`config.mk`:
```
export PLATFORM = sky130hd
export DESIGN_NAME = servo_jog_with_detent_stops_flat
export DESIGN_NICKNAME = d
export VERILOG_FILES = /design/src/hw/rtl/sjds_pkg.sv /design/src/hw/rtl/sjds_poll_if.sv /design/src/hw/rtl/sjds_cmd_if.sv /design/src/hw/rtl/sjds_step.sv /design/src/hw/rtl/servo_jog_with_detent_stops.sv /design/src/flat_wrapper.sv
export SDC_FILE = /design/constraint.sdc
export NUM_CORES = 1
export LEC_CHECK = 0
export BUFFER_PORTS_ARGS = -buffer_cell sky130_fd_sc_hd__buf_4
export CAP_MARGIN = 40
export CORE_ASPECT_RATIO = 1.1
export CORE_MARGIN = 4
export CORE_UTILIZATION = 55
export CTS_BUF_LIST = sky130_fd_sc_hd__clkbuf_4 sky130_fd_sc_hd__clkbuf_8
export DETAILED_ROUTE_END_ITERATION = 8
export HOLD_SLACK_MARGIN = 0.08
export PLACE_DENSITY_LB_ADDON = 0.08
export SYNTH_ARGS = -nofsm -noshare
export SYNTH_HDL_FRONTEND = slang
export SYNTH_HIERARCHICAL = 1
export SYNTH_SLANG_ARGS = --single-unit
```
`constraint.sdc`:
```
create_clock -name clk -period 3.31 [get_ports clk]
set_clock_uncertainty 0.15 [all_clocks]
set_input_delay 0.8275 -clock clk [delete_from_list [all_inputs] [get_ports clk]]
set_output_delay 0.8275 -clock clk [all_outputs]
set_load 0.01 [all_outputs]
```
`src/hw/rtl/sjds_pkg.sv`:
```
// sjds_pkg: shared types, constants and detent helper for the servo jog block
`default_nettype none

package sjds_pkg;

    // angle width and detent spacing
    localparam int unsigned ANGLE_W = 8;
    localparam logic [ANGLE_W-1:0] DETENT = 8'd45;
    localparam logic [ANGLE_W-1:0] ANGLE_SAT = 8'd255;
    localparam int unsigned DETENT_LEVELS = 5;

    typedef logic [ANGLE_W-1:0] angle_t;

    // one poll item
    typedef struct packed {
        logic   up_press;
        logic   down_press;
        logic   open_press;
        logic   close_press;
        angle_t rotate_now;
        angle_t grab_now;
    } poll_item_t;

    // one command item
    typedef struct packed {
        logic   rotate_cmd_valid;
        angle_t rotate_cmd;
        logic   grab_cmd_valid;
        angle_t grab_cmd;
    } cmd_item_t;

    // run flags and latched rotate targets
    typedef struct packed {
        logic   up_running;
        logic   down_running;
        logic   open_running;
        logic   close_running;
        angle_t up_target;
        angle_t down_target;
    } jog_state_t;

    // largest multiple of the detent spacing not above v
    function automatic angle_t detent_floor(input angle_t v);
        angle_t f;
        f = '0;
        for (int unsigned k = 1; k <= DETENT_LEVELS; k++) begin
            if (9'(v) >= 9'(k * 45))
            begin
                f = ANGLE_W'(k * 45);
            end
        end
        return f;
    endfunction

endpackage

`default_nettype wire

```
`src/hw/rtl/sjds_poll_if.sv`:
```
// sjds_poll_if: valid/ready channel carrying one poll item
`default_nettype none

interface sjds_poll_if;
    import sjds_pkg::*;

    logic   valid;
    logic   ready;
    logic   up_press;
    logic   down_press;
    logic   open_press;
    logic   close_press;
    angle_t rotate_now;
    angle_t grab_now;

    modport source (
        output valid, up_press, down_press, open_press, close_press, rotate_now, grab_now,
        input  ready
    );

    modport sink (
        input  valid, up_press, down_press, open_press, close_press, rotate_now, grab_now,
        output ready
    );
endinterface

`default_nettype wire

```
`src/hw/rtl/sjds_cmd_if.sv`:
```
// sjds_cmd_if: valid/ready channel carrying one servo command item
`default_nettype none

interface sjds_cmd_if;
    import sjds_pkg::*;

    logic   valid;
    logic   ready;
    logic   rotate_cmd_valid;
    angle_t rotate_cmd;
    logic   grab_cmd_valid;
    angle_t grab_cmd;

    modport source (
        output valid, rotate_cmd_valid, rotate_cmd, grab_cmd_valid, grab_cmd,
        input  ready
    );

    modport sink (
        input  valid, rotate_cmd_valid, rotate_cmd, grab_cmd_valid, grab_cmd,
        output ready
    );
endinterface

`default_nettype wire

```
`src/hw/rtl/sjds_step.sv`:
```
// sjds_step: per-poll run toggling, detent stops and step command logic
`default_nettype none

module sjds_step
    import sjds_pkg::*;
#(
    parameter int unsigned MAX_ANGLE = 180
) (
    input  wire poll_item_t item,
    input  wire jog_state_t state,
    output jog_state_t      state_next,
    output cmd_item_t       result
);

    localparam angle_t MAX_A = ANGLE_W'(MAX_ANGLE);

    angle_t up_floor;
    angle_t rot_dec;
    angle_t up_start_target;
    angle_t down_start_target;

    // detent targets latched when a run starts
    always_comb
    begin
        up_floor = detent_floor(item.rotate_now);
        rot_dec = item.rotate_now - 8'd1;
        if (up_floor == ANGLE_W'(DETENT_LEVELS * 45))
        begin
            up_start_target = ANGLE_SAT;
        end
        else
        begin
            up_start_target = up_floor + DETENT;
        end
        if (item.rotate_now == '0)
        begin
            down_start_target = '0;
        end
        else
        begin
            down_start_target = detent_floor(rot_dec);
        end
    end

    // run updates and step commands, down/close applied last so it wins
    always_comb
    begin
        state_next = state;
        result = '0;

        // rotate up
        if (item.up_press)
        begin
            if (!state.up_running)
            begin
                state_next.up_running = 1'b1;
                state_next.up_target = up_start_target;
            end
            else
            begin
                state_next.up_running = 1'b0;
            end
        end
        else
        begin
            if (state.up_target > MAX_A)
            begin
                state_next.up_running = 1'b0;
            end
            if (state_next.up_running)
            begin
                if (item.rotate_now < state.up_target)
                begin
                    result.rotate_cmd_valid = 1'b1;
                    result.rotate_cmd = item.rotate_now + 8'd1;
                end
                else
                begin
                    state_next.up_running = 1'b0;
                end
            end
        end

        // rotate down
        if (item.down_press)
        begin
            if (!state.down_running)
            begin
                state_next.down_running = 1'b1;
                state_next.down_target = down_start_target;
            end
            else
            begin
                state_next.down_running = 1'b0;
            end
        end
        else if (state.down_running)
        begin
            if (item.rotate_now > state.down_target)
            begin
                result.rotate_cmd_valid = 1'b1;
                result.rotate_cmd = rot_dec;
            end
            else
            begin
                state_next.down_running = 1'b0;
            end
        end

        // grab open
        if (item.open_press)
        begin
            state_next.open_running = !state.open_running;
        end
        else
        begin
            if (item.grab_now >= MAX_A)
            begin
                state_next.open_running = 1'b0;
            end
            if (state_next.open_running)
            begin
                result.grab_cmd_valid = 1'b1;
                result.grab_cmd = item.grab_now + 8'd1;
            end
        end

        // grab close
        if (item.close_press)
        begin
            state_next.close_running = !state.close_running;
        end
        else
        begin
            if (item.grab_now == '0)
            begin
                state_next.close_running = 1'b0;
            end
            if (state_next.close_running)
            begin
                result.grab_cmd_valid = 1'b1;
                result.grab_cmd = item.grab_now - 8'd1;
            end
        end
    end

endmodule

`default_nettype wire

```
`src/hw/rtl/servo_jog_with_detent_stops.sv`:
```
// servo_jog_with_detent_stops: top level of the rotate/grab servo jog controller
//
//  channel | dir | interface      | item
//  --------+-----+----------------+----------------------------------------------
//  poll    | in  | sjds_poll_if   | four button flags, rotate and grab angles
//  cmd     | out | sjds_cmd_if    | rotate and grab step commands with valids
//
//  one command item per poll item; an accepted poll item is held in the input register,
//  then in the result register, whose valid flag drives cmd.valid
//  one poll item is taken every cycle while cmd keeps up: the input register
//  hands its item to the result register whenever that register is empty or drained
//  a stall on cmd holds the result, then the input register, then poll.ready falls
//  reset clears all run flags, latched targets and both valid flags
`default_nettype none

module servo_jog_with_detent_stops
    import sjds_pkg::*;
#(
    parameter int unsigned MAX_ANGLE = 180
) (
    input  wire         clk,
    input  wire         rst_n,
    sjds_poll_if.sink   poll,
    sjds_cmd_if.source  cmd
);

    logic       poll_valid_reg;
    poll_item_t poll_item_reg;
    logic       cmd_valid_reg;
    cmd_item_t  cmd_item_reg;
    jog_state_t state_reg;
    jog_state_t state_next;
    cmd_item_t  result;
    poll_item_t poll_item;
    logic       advance;
    logic       poll_take;

    // gather incoming payload
    always_comb
    begin
        poll_item.up_press = poll.up_press;
        poll_item.down_press = poll.down_press;
        poll_item.open_press = poll.open_press;
        poll_item.close_press = poll.close_press;
        poll_item.rotate_now = poll.rotate_now;
        poll_item.grab_now = poll.grab_now;
    end

    // pipeline handshake
    assign advance = poll_valid_reg && (!cmd_valid_reg || cmd.ready);
    assign poll.ready = !poll_valid_reg || advance;
    assign poll_take = poll.valid && poll.ready;

    // step logic
    sjds_step #(
        .MAX_ANGLE (MAX_ANGLE)
    ) u_step (
        .item       (poll_item_reg),
        .state      (state_reg),
        .state_next (state_next),
        .result     (result)
    );

    // control state and run state
    always_ff @(posedge clk or negedge rst_n)
    begin
        if (!rst_n)
        begin
            poll_valid_reg <= 1'b0;
            cmd_valid_reg <= 1'b0;
            state_reg <= '0;
        end
        else
        begin
            if (poll.ready)
            begin
                poll_valid_reg <= poll.valid;
            end
            if (advance)
            begin
                cmd_valid_reg <= 1'b1;
                state_reg <= state_next;
            end
            else if (cmd.ready)
            begin
                cmd_valid_reg <= 1'b0;
            end
        end
    end

    // payload registers
    always_ff @(posedge clk)
    begin
        if (poll_take)
        begin
            poll_item_reg <= poll_item;
        end
        if (advance)
        begin
            cmd_item_reg <= result;
        end
    end

    // drive result channel
    assign cmd.valid = cmd_valid_reg;
    assign cmd.rotate_cmd_valid = cmd_item_reg.rotate_cmd_valid;
    assign cmd.rotate_cmd = cmd_item_reg.rotate_cmd;
    assign cmd.grab_cmd_valid = cmd_item_reg.grab_cmd_valid;
    assign cmd.grab_cmd = cmd_item_reg.grab_cmd;

endmodule

`default_nettype wire
```
`src/flat_wrapper.sv`:
```
// flat-port wrapper written by rule: the top's interface ports become plain ports
module servo_jog_with_detent_stops_flat import sjds_pkg::*;
#(
    parameter int unsigned MAX_ANGLE = 180
)
  (clk, rst_n, poll_valid, poll_up_press, poll_down_press, poll_open_press, poll_close_press, poll_rotate_now, poll_grab_now, poll_ready, cmd_valid, cmd_rotate_cmd_valid, cmd_rotate_cmd, cmd_grab_cmd_valid, cmd_grab_cmd, cmd_ready);
  sjds_poll_if poll_i ();
  sjds_cmd_if cmd_i ();
  input  wire clk;
  input  wire rst_n;
  input wire logic [$bits(poll_i.valid)-1:0] poll_valid;
  input wire logic [$bits(poll_i.up_press)-1:0] poll_up_press;
  input wire logic [$bits(poll_i.down_press)-1:0] poll_down_press;
  input wire logic [$bits(poll_i.open_press)-1:0] poll_open_press;
  input wire logic [$bits(poll_i.close_press)-1:0] poll_close_press;
  input wire logic [$bits(poll_i.rotate_now)-1:0] poll_rotate_now;
  input wire logic [$bits(poll_i.grab_now)-1:0] poll_grab_now;
  output wire logic [$bits(poll_i.ready)-1:0] poll_ready;
  output wire logic [$bits(cmd_i.valid)-1:0] cmd_valid;
  output wire logic [$bits(cmd_i.rotate_cmd_valid)-1:0] cmd_rotate_cmd_valid;
  output wire logic [$bits(cmd_i.rotate_cmd)-1:0] cmd_rotate_cmd;
  output wire logic [$bits(cmd_i.grab_cmd_valid)-1:0] cmd_grab_cmd_valid;
  output wire logic [$bits(cmd_i.grab_cmd)-1:0] cmd_grab_cmd;
  input wire logic [$bits(cmd_i.ready)-1:0] cmd_ready;
  assign poll_i.valid = poll_valid;
  assign poll_i.up_press = poll_up_press;
  assign poll_i.down_press = poll_down_press;
  assign poll_i.open_press = poll_open_press;
  assign poll_i.close_press = poll_close_press;
  assign poll_i.rotate_now = poll_rotate_now;
  assign poll_i.grab_now = poll_grab_now;
  assign poll_ready = poll_i.ready;
  assign cmd_valid = cmd_i.valid;
  assign cmd_rotate_cmd_valid = cmd_i.rotate_cmd_valid;
  assign cmd_rotate_cmd = cmd_i.rotate_cmd;
  assign cmd_grab_cmd_valid = cmd_i.grab_cmd_valid;
  assign cmd_grab_cmd = cmd_i.grab_cmd;
  assign cmd_i.ready = cmd_ready;
  servo_jog_with_detent_stops #(.MAX_ANGLE(MAX_ANGLE)) u_core (.clk(clk), .rst_n(rst_n), .poll(poll_i), .cmd(cmd_i));
endmodule
```
==> impl_metrics.tcl <==
set metrics [dict create \
    syn2layout_area_growth_pct 15.5 \
    die_w_um 90.0 \
    synthCells 406 \
    synth_warnings 6 \
    clk_path_buf_depth 2 \
    p_total_uw 2820 \
    cts_made_buffers 9 \
    fillers 588 \
    worstMarginPinSlew_ns 0.673 \
    num_rows 32 \
    end_kind "register" \
    timing.hold.ws_ns 0.223 \
    seq_area_um2 1690 \
    stdcell_count 548 \
    grt_usage_pct 21.9 \
    power_density_nw_per_um2 600 \
    wire_per_inst_um 17.1 \
    period_share_pct 92.4 \
    slew_viol_final 0 \
    htree_levels 3 \
    path_class "reg2reg" \
    die_y_um 98.3 \
    cp.required_ns 3.39 \
    cap_violations 0 \
    die-area_um2 8850 \
    clk_pin_slew_ns 0.08 \
    detail-route-antenna-nets 0 \
    n_antenna_cell 0 \
    grt_start_max_net_pins 23 \
    post_cts.repair.setup_buffers 0 \
    holdBufCountCts 0 \
    ir_worst_vdd_mv 0.382 \
    hp-class "in2async" \
    grt_pass1_vias 3198 \
    synth_seq_cells 60 \
    via_per_inst 6.15 \
    critPathArrivalTime_ns 3.13 \
    clockRootBuffer "clkbuf_8" \
    finalSetupViolCount 0 \
    rsz0062_at_grt "no" \
    worstPathMaxFanout 5 \
    drt-pass1-iter-count 5 \
    async_reset_ff_share_pct 36.7 \
    drive_above_1_share_pct 23.3 \
    multiInputGateArea_um2 2180 \
    totalWireLength_um 9380 \
    route.detailed.drc 0 \
    fmax_mhz 327 \
    cts_tree "done" \
    core_um2 7130 \
    antenna_found_initial 0 \
    placed_cells 532 \
    p_leak_uw 0.00205 \
    io_buffers 43 \
    first_iter_violations 450 \
    io_pins 44 \
    ys_types 68 \
    cp-start-kind "register" \
    setup_tns_ns 0 \
    max_slew_margin_pct 55.1 \
    min_period_ns 3.06 \
    utilization_pct 66.0 \
    synth_nets 455 \
    final_net_count 507 \
    outcome "finished, final reports clean" \
    gp_congestion 0.908 \
    insertion_delay_ns 0.34 \
    synth_area_um2 4070 \
    start_util_pct 57.1 \
    vias 3368 \
    grt_pass1_wl_um 15700 \
    ctsResizeCount 0 \
    syn_area_per_cell_um2 10.0 \
    gr-total-overflow 0 \
    post-dp-hpwl_um 6870 \
    yosysSeqAreaShare_pct 41.5 \
    cts_sinks 60 \
    hold_violations 0 \
    synthFlopType "edfxtp_1" \
    synth-edff-count 38 \
]
[routing by layer]
metal  wire length (µm)  track usage [%]  part of all wire (%)
met2               4280             34.0                    46
met5                  0                0                     0
met4                191             8.83                   2.0
met1               4300             30.4                    46
met3                606             3.78                   6.5
[cells in the mapped netlist, types with 3 or more instances]
cell	number	area, µm²
nand2b_1	7	43.8
nand3_1	11	55.1
o22ai_1	7	43.8
o21ai_0	26	130
a21oi_1	17	85.1
nand4_1	5	31.3
clkbuf_1	12	45.0
o211ai_1	6	45.0
a32o_1	3	30.0
mux2_4	19	285
o21a_1	4	30.0
nand4b_1	3	26.3
a21o_1	7	52.6
nor3b_1	3	22.5
dfrtp_1	22	551
o221ai_1	4	35.0
edfxtp_1	38	1140
nor3_1	6	30.0
nor2b_1	6	37.5
a31oi_1	7	43.8
nor4_1	3	18.8
xor2_1	7	61.3
a211oi_1	6	45.0
buf_6	3	33.8
and2_1	3	18.8
nand2_1	39	146
o31ai_1	4	30.0
a22oi_1	4	30.0
inv_1	29	109
nor2_1	24	90.1
ha_1	25	313
[stage by stage]
step	worst slack, ns	instance area, µm²
6_report	0.253	4710
3_5_place_dp	0.214	4530
2_1_floorplan	0.0240	4070
4_1_cts	0.211	4710
3_3_place_gp	0.272	4530
5_1_grt	0.0396	4710
[power breakdown]
part           switching [µW]  internal [µW]
Clock                     314            275
Sequential                143            998
Combinational             551            541
[placed cells by master, fill, tap and decap left out, types with 4 or more instances in the layout]
cell type	Yosys	final
a211oi_1	6	6
o221ai_1	4	4
clkbuf_8	0	9
o21a_1	4	4
nand2_1	39	39
o22ai_1	7	7
o31ai_1	4	4
o21ai_0	26	26
dfrtp_1	22	22
nor2b_1	6	6
ha_1	25	25
nand4_1	5	5
nor2_1	24	24
o211ai_1	6	6
edfxtp_1	38	38
xor2_1	7	7
nor3_1	6	6
inv_1	29	29
nand2b_1	7	7
buf_4	0	59
mux2_4	19	19
a21o_1	7	7
a21oi_1	17	17
nand3_1	11	11
a31oi_1	7	7
a22oi_1	4	4
[path summary, 6_finish.rpt]
kind | end | depth (start not counted) | startpoint | slack (ns)
min | u_core/poll_valid_reg | 1 | rst_n | 0.22
max reg2reg | u_core/state_reg[13] | 12 | u_core/poll_item_reg[8] | 0.25
min reg2reg | u_core/state_reg[11] | 1 | u_core/state_reg[11] | 0.36
min in group clk | u_core/state_reg[11] | 1 | u_core/state_reg[11] | 0.36
max in group asynchronous | u_core/state_reg[9] | 1 | rst_n | 2.55
max | u_core/state_reg[13] | 12 | u_core/poll_item_reg[8] | 0.25
[cell type report]
cell class	instances	area share (%)
Multi-Input combinational cell	298	46.3
Sequential cell	60	35.9
Timing Repair Buffer	59	9.41
Clock buffer	9	2.63
Inverter	30	2.39
Tap cell	85	2.26
Clock inverter	7	1.09
[critical path: stages (launching register included)]
cell      delay, ns
edfxtp_1       0.38
inv_1          0.09
ha_1           0.16
or4b_4         0.51
o2111a_1       0.27
or2_2          0.30
nor2b_1        0.16
ha_1           0.21
nand2_1        0.09
o21ai_0        0.11
a211oi_1       0.20
a21oi_1        0.06
mux2_4         0.28
[cells by family (layout without fill, tap and decap cells)]
family | Yosys count | count (layout) | synth area share (%)
compound gates | 116 | 116 | 19.8
xor+xnor | 9 | 9 | 1.94
fa+ha+maj | 25 | 25 | 7.68
buf+inv | 48 | 105 | 5.01
flops | 60 | 60 | 41.5
mux | 21 | 21 | 7.53
simple gates | 127 | 127 | 16.5
No activity file was read; power rests on OpenSTA's default activity.
